$ cat src/design/ntprod_pkg.sv
// shared types, constants and helpers for the sntp offset and delay block
package ntprod_pkg;

    localparam int PACKET_BYTES_DEF = 48;

    localparam int OFF_ORIGINATE = 24;
    localparam int OFF_RECEIVE   = 32;
    localparam int OFF_TRANSMIT  = 40;
    localparam int STAMP_BYTES   = 8;

    localparam int EPOCH_W = 63;
    localparam int TPM_W   = 20;
    localparam int MS_W    = 42;
    localparam int TICK_W  = 64;

    localparam logic [MS_W-1:0]    MS_PER_S    = 42'd1000;
    localparam logic [2:0]         MODE_SERVER = 3'd4;
    localparam logic [EPOCH_W-1:0] EPOCH_RESET = 63'd94354848000000000;
    localparam logic [TPM_W-1:0]   TPM_RESET   = 20'd10000;

    localparam logic [1:0] STAT_OK    = 2'd0;
    localparam logic [1:0] STAT_MODE  = 2'd1;
    localparam logic [1:0] STAT_SHORT = 2'd2;

    localparam logic CFG_EPOCH = 1'b0;
    localparam logic CFG_TPM   = 1'b1;

    localparam logic [1:0] SEL_ORIG = 2'd0;
    localparam logic [1:0] SEL_RECV = 2'd1;
    localparam logic [1:0] SEL_XMIT = 2'd2;

    typedef enum logic [2:0] {
        OP_NONE,
        OP_MS,
        OP_MUL,
        OP_ADD,
        OP_DIFF,
        OP_COMB,
        OP_HALF,
        OP_LOAD
    } t_op;

    typedef struct packed {
        t_op        op;
        logic [1:0] sel;
        logic       take_byte;
        logic       take_last;
    } t_cmd;

    typedef enum logic [2:0] {
        ST_IDLE,
        ST_MS,
        ST_MUL,
        ST_ADD,
        ST_DIFF,
        ST_COMB,
        ST_HALF,
        ST_DONE
    } t_state;

    function automatic logic [1:0] f_stratum_class(input logic [7:0] s);
        logic [1:0] c;
        if (s == 8'd0) begin
            c = 2'd0;
        end else if (s == 8'd1) begin
            c = 2'd1;
        end else if (s <= 8'd15) begin
            c = 2'd2;
        end else begin
            c = 2'd3;
        end
        return c;
    endfunction

endpackage

$ cat src/design/ntprod_ctrl.sv
// controller: byte intake, conversion sequence and output handshake
module ntprod_ctrl (
    input  logic              i_clk,
    input  logic              i_rst_n,
    input  logic              i_in_valid,
    input  logic              i_last_byte,
    input  logic              i_out_ready,
    output logic              o_in_ready,
    output logic              o_out_valid,
    output ntprod_pkg::t_cmd  o_cmd
);

    ntprod_pkg::t_state r_state, n_state;
    logic [1:0]         r_sel, n_sel;
    logic               r_out_valid, n_out_valid;
    logic               w_accept;

    assign o_in_ready  = (r_state == ntprod_pkg::ST_IDLE);
    assign o_out_valid = r_out_valid;
    assign w_accept    = i_in_valid && o_in_ready;

    always_ff @(posedge i_clk) begin
        if (!i_rst_n) begin
            r_state     <= ntprod_pkg::ST_IDLE;
            r_sel       <= ntprod_pkg::SEL_ORIG;
            r_out_valid <= 1'b0;
        end else begin
            r_state     <= n_state;
            r_sel       <= n_sel;
            r_out_valid <= n_out_valid;
        end
    end

    always_comb begin
        n_state          = r_state;
        n_sel            = r_sel;
        n_out_valid      = r_out_valid;
        o_cmd.op         = ntprod_pkg::OP_NONE;
        o_cmd.sel        = r_sel;
        o_cmd.take_byte  = w_accept;
        o_cmd.take_last  = w_accept && i_last_byte;
        if (r_out_valid && i_out_ready) begin
            n_out_valid = 1'b0;
        end
        unique case (r_state)
            ntprod_pkg::ST_IDLE: begin
                if (w_accept && i_last_byte) begin
                    n_state = ntprod_pkg::ST_MS;
                    n_sel   = ntprod_pkg::SEL_ORIG;
                end
            end
            ntprod_pkg::ST_MS: begin
                o_cmd.op = ntprod_pkg::OP_MS;
                n_state  = ntprod_pkg::ST_MUL;
            end
            ntprod_pkg::ST_MUL: begin
                o_cmd.op = ntprod_pkg::OP_MUL;
                n_state  = ntprod_pkg::ST_ADD;
            end
            ntprod_pkg::ST_ADD: begin
                o_cmd.op = ntprod_pkg::OP_ADD;
                if (r_sel == ntprod_pkg::SEL_XMIT) begin
                    n_state = ntprod_pkg::ST_DIFF;
                end else begin
                    n_sel   = r_sel + 2'd1;
                    n_state = ntprod_pkg::ST_MS;
                end
            end
            ntprod_pkg::ST_DIFF: begin
                o_cmd.op = ntprod_pkg::OP_DIFF;
                n_state  = ntprod_pkg::ST_COMB;
            end
            ntprod_pkg::ST_COMB: begin
                o_cmd.op = ntprod_pkg::OP_COMB;
                n_state  = ntprod_pkg::ST_HALF;
            end
            ntprod_pkg::ST_HALF: begin
                o_cmd.op = ntprod_pkg::OP_HALF;
                n_state  = ntprod_pkg::ST_DONE;
            end
            ntprod_pkg::ST_DONE: begin
                if (!r_out_valid || i_out_ready) begin
                    o_cmd.op    = ntprod_pkg::OP_LOAD;
                    n_out_valid = 1'b1;
                    n_state     = ntprod_pkg::ST_IDLE;
                end
            end
            default: begin
                n_state = ntprod_pkg::ST_IDLE;
            end
        endcase
    end

`ifndef SYNTHESIS
    a_last_blocks_intake: assert property (@(posedge i_clk) disable iff (!i_rst_n)
        (i_in_valid && o_in_ready && i_last_byte) |=> !o_in_ready)
        else $error("intake still open after last item");

    a_sel_in_range: assert property (@(posedge i_clk) disable iff (!i_rst_n)
        r_sel != 2'd3)
        else $error("timestamp select out of range");

    a_hold_when_full: assert property (@(posedge i_clk) disable iff (!i_rst_n)
        (r_state == ntprod_pkg::ST_DONE && r_out_valid && !i_out_ready)
        |=> (r_state == ntprod_pkg::ST_DONE))
        else $error("result overwritten while output stalled");

    a_load_sets_valid: assert property (@(posedge i_clk) disable iff (!i_rst_n)
        (o_cmd.op == ntprod_pkg::OP_LOAD) |=> o_out_valid)
        else $error("result loaded without valid");
`endif

endmodule

$ cat config.mk
export PLATFORM = sky130hd
export DESIGN_NAME = ntprod_ctrl
export DESIGN_NICKNAME = d
export VERILOG_FILES = /design/src/design/ntprod_pkg.sv /design/src/design/ntprod_ctrl.sv
export SDC_FILE = /design/constraint.sdc
export NUM_CORES = 1
export LEC_CHECK = 0
export BUFFER_PORTS_ARGS = -buffer_cell sky130_fd_sc_hd__buf_4
export CORE_AREA = 3 3 40 42
export CTS_BUF_LIST = sky130_fd_sc_hd__clkbuf_8
export CTS_CLUSTER_DIAMETER = 150
export DETAILED_ROUTE_END_ITERATION = 8
export DIE_AREA = 0 0 43 45
export SLEW_MARGIN = 0
export SYNTH_ARGS = -nofsm -noshare
export SYNTH_HDL_FRONTEND = slang
export SYNTH_SLANG_ARGS = --single-unit
$ cat constraint.sdc
create_clock -name i_clk -period 1.2 [get_ports i_clk]
set_input_delay 0.06 -clock i_clk [delete_from_list [all_inputs] [get_ports i_clk]]
set_output_delay 0.06 -clock i_clk [all_outputs]
set_load 0.02 [all_outputs]
==> results.sh <==
export IMPL_numCtsBuffers=3
export IMPL_average_size_of_a_mapped_cell_um2=8.502
export IMPL_place_port_buffers=13
export IMPL_cts_hold_buf=0
export IMPL_clk_insertion_delay_late_ns=0.23
export IMPL_timing_setup_tns_ns=-0.1596
export IMPL_syn_nets=50
export IMPL_floorplan_die_height_um=45
export IMPL_power_frac_clock_pct=46.1
export IMPL_p_sw_share_pct=25.97
export IMPL_compound_gate_portion_of_the_synthesized_area_pct=23.08
export IMPL_clock_root_buffer="clkbuf_8"
export IMPL_worst_min_delay_path_category="input port to register"
export IMPL_route_detailed_wl_per_inst_um=11.75
export IMPL_hold_start="i_rst_n"
export IMPL_dr_first_iter_drc_count=6
export IMPL_start_kind="register"
export IMPL_timing_clock_skew_ns=0.004632
export IMPL_seqPwrFrac_pct=30.8
export IMPL_yosysSeqAreaShare_pct=32.11
export IMPL_max_clock_path_buffers=2
export IMPL_synth_top_family_by_area="simple AND/OR/NAND/NOR gates"
export IMPL_buf_inv_stages_crit_path=1
export IMPL_cpPeakStageDelay_ns=0.49
export IMPL_crit_path_cell_trace="inv_2 -> ha_4 -> or4b_1 -> mux2i_1"
export IMPL_maximum_number_of_pins_on_one_net_before_global_route_repair=12
export IMPL_timing_final_max_slew_violations=0
export IMPL_period_share_pct=107.7
export IMPL_globalRouteOverflowTotal=0
export IMPL_final_net_count=72
export IMPL_totalWireLength_um=940
export IMPL_crit_required_ns=1.35
export IMPL_design_die_area_um2=1935
export IMPL_setup_violations=3
export IMPL_synth_top_area_cell="dfxtp_1"
export IMPL_power_density_nw_per_um2=1062
export IMPL_drt_drc_violations_left=0
export IMPL_area_used_by_multi_input_combinational_logic_um2=265.3
export IMPL_layout_min_cycle_time_ns=1.293
export IMPL_hold_viol=0
export IMPL_arithmetic_cell_share_of_the_synthesized_area_counting_full_adders_half_adders_and_majority_gates_pct=3.344
export IMPL_timing_final_ws_setup_ns=-0.09297
export IMPL_viasPerCell=4.875
export IMPL_start_util_pct=29.11
export IMPL_layout_core_utilization_pct=50.73
export IMPL_synth_largest_type_area_fraction_pct=32.11
export IMPL_tritoncts="done"
export IMPL_yosys_register_bits=6
export IMPL_placedCellCount=74
export IMPL_timing_reg2reg_setup_slack_ns=-0.09
export IMPL_io_pins=14
export IMPL_switching_power_uw=179.8
export IMPL_post_synth_and_or_nand_nor_area_fraction_pct=30.10
export IMPL_post_dp_hpwl_um=615
export IMPL_drv_max_cap_violation_count=0
export IMPL_timing_slew_headroom_pct=86.37
export IMPL_layout_filler_cells=125
export IMPL_p_leak_uw=0.0002847
export IMPL_p_int_uw=512.5
export IMPL_layout_drive_gt1_share_pct=61.54
export IMPL_synth_xor_area_share_pct=0
export IMPL_end_kind="register"
export IMPL_crit_type="register to register"
export IMPL_grt_pass1_wl_mm=1.704
export IMPL_drt_first_pass_iters=4
export IMPL_detailroute_via_count=390
export IMPL_critical_path_arrival_ns=1.44
export IMPL_worstHoldPathCells=2
export IMPL_first_global_vias=395
export IMPL_clkSinkCount=6
export IMPL_failed_checks="negative setup slack"
export IMPL_synth_warning_count=0
export IMPL_post_cts_clock_slew_at_the_launch_and_capture_registers_of_the_worst_setup_and_hold_paths_ns=0.04
export IMPL_cp_max_fo=2
export IMPL_hold_path_end="r_state[2]$_SDFFE_PN0P_"
export IMPL_syn_instance_count=44
export IMPL_ys_types=27
export IMPL_grt_total_usage_pct=12.34
export IMPL_worst_slew_pin_transition_ns=0.2038
export IMPL_die_width_um=43
export IMPL_final_seq_area_um2=138.9
export IMPL_antenna_violating_nets_post_route=0
export IMPL_core_area_um2=1285
export IMPL_power_frac_comb_pct=23.1
export IMPL_grt_antenna_before_repair=0
export IMPL_synth_area_mux_share_pct=2.676
export IMPL_synth_cell_area_um2=374.1
export IMPL_critical_path_top_delay_family="simple AND/OR/NAND/NOR gates"
export IMPL_critical_path_reg2reg_endpoint="r_sel[1]$_SDFFE_PN0P_"
export IMPL_antenna_diode_count=0
export IMPL_worst_path_max_delay_cell="or4b_1"
export IMPL_status="finished with violations"
export IMPL_area_contributors_post_synth="dfxtp_1, a21boi_0, o21ai_0"
export IMPL_row_count=13
export IMPL_grt_setup_unrepaired="true"
export IMPL_reg2reg_depth=4
export IMPL_max_freq_mhz=773.4
export IMPL_final_cells=80
export IMPL_gp_congestion=0.7205
export IMPL_vdd_ir_drop_max_v=0.0005243
export IMPL_worst_r2r_startpoint="r_sel[0]$_SDFFE_PN0P_"
export IMPL_clock_tree_htree_level_count=1
export IMPL_area_delta_synth_final_pct=74.25
[cell families (layout without fill, tap and decap cells)]
family                     after synthesis  in the layout
AOI/OAI and AO/OA                       13             13
adders and majority gates                1              1
buffers and inverters                    5             26
DFF                                      6              6
muxes                                    1              1
and+or+nand+nor                         18             18
[synth_stat cells]
master	instances
mux2i_1	1
nand2_4	1
nand2_1	3
nand3b_1	1
inv_1	1
and3b_1	1
or4b_1	1
a21boi_0	4
a31oi_1	1
buf_6	1
o21ai_0	3
nand2b_1	1
a41oi_1	1
and2_1	2
o21a_1	1
or2_2	1
dfxtp_1	6
nor3_1	1
ha_1	1
buf_2	2
buf_4	1
nand4bb_1	1
o32ai_1	1
nand3_1	1
nor2_1	3
and3_1	1
a21oi_1	2
[state kept, by name, summed over array words and instances, names as in the netlist]
register	cells
r_state	3
r_sel	2
o_out_valid	1
[per-layer routing]
layer | track usage (%) | up-vias | wire, um
li1 | - | 199 | -
met4 | 10.84 | 0 | 27
met5 | 0 | - | 0
met2 | 17.37 | 20 | 414
met3 | 3.984 | 2 | 70
met1 | 15.01 | 169 | 428
[worst max path at each step]
stage | start | end | slack [ns] | depth (start not counted)
after CTS | r_sel[0]$_SDFFE_PN0P_ | r_sel[1]$_SDFFE_PN0P_ | -0.09 | 4
final | r_sel[0]$_SDFFE_PN0P_ | r_sel[1]$_SDFFE_PN0P_ | -0.09 | 4
after detailed placement | r_sel[0]$_SDFFE_PN0P_ | r_sel[1]$_SDFFE_PN0P_ | -0.08 | 4
after global routing | r_sel[0]$_SDFFE_PN0P_ | r_sel[1]$_SDFFE_PN0P_ | -0.20 | 4
after floorplan | r_sel[0]$_SDFFE_PN0P_ | r_sel[1]$_SDFFE_PN0P_ | -0.10 | 4
after global placement | r_sel[0]$_SDFFE_PN0P_ | r_sel[1]$_SDFFE_PN0P_ | -0.06 | 4
[what timing repair did]
item / in CTS / in global routing
setup buffers: 0 / 2
gates resized for setup: 5 / 14
pin swaps: 1 / 6
setup endpoints to repair: 6 / 7
[cell type report]
type	instances	area share, %
sequential	6	21.31
clock buffer	3	6.334
inverter	1	0.5758
clock inverter	1	0.5758
timing repair buffer	21	27.64
multi-input combinational	33	40.69
tap	15	2.879
[stage by stage]
| step | hold WS (ns) | area (um^2) | setup slack (ns) | total power, uW |
|---|---|---|---|---|
| after floorplan | 0.1817 | 399.1 | -0.1045 | 293.2 |
| after global placement | 0.3352 | 531.8 | -0.05563 | 342.8 |
| after detailed placement | 0.3328 | 531.8 | -0.08105 | 342.7 |
| after CTS | 0.09527 | 589.3 | -0.09260 | 670.6 |
| after global routing | 0.1209 | 651.9 | -0.1979 | 734.6 |
| final | 0.09483 | 651.9 | -0.09297 | 692.3 |
[worst register-to-register path, cell delays in order, from the launching register on]
cell and delay [ns]:
dfxtp_4 0.33, inv_2 0.06, ha_4 0.18, or4b_1 0.49, mux2i_1 0.15
[cell usage in the layout, fill, tap and decap left out, types with 2 or more instances in the layout]
cell type	instances
nor2_1	3
nand2_1	3
a21boi_2	2
clkbuf_8	3
o21ai_0	3
buf_4	15
buf_6	6
a21boi_0	2
dfxtp_4	5
[power by group through the flow]
stage / clock [uW] / sequential, uW / combinational, uW
after CTS: 327 / 215 / 129
final: 319 / 213 / 160
after global placement: 0 / 217 / 125
after detailed placement: 0 / 218 / 125
after floorplan: 0 / 213 / 80.5
after global routing: 346 / 215 / 173
No activity file was read; power rests on OpenSTA's default activity.
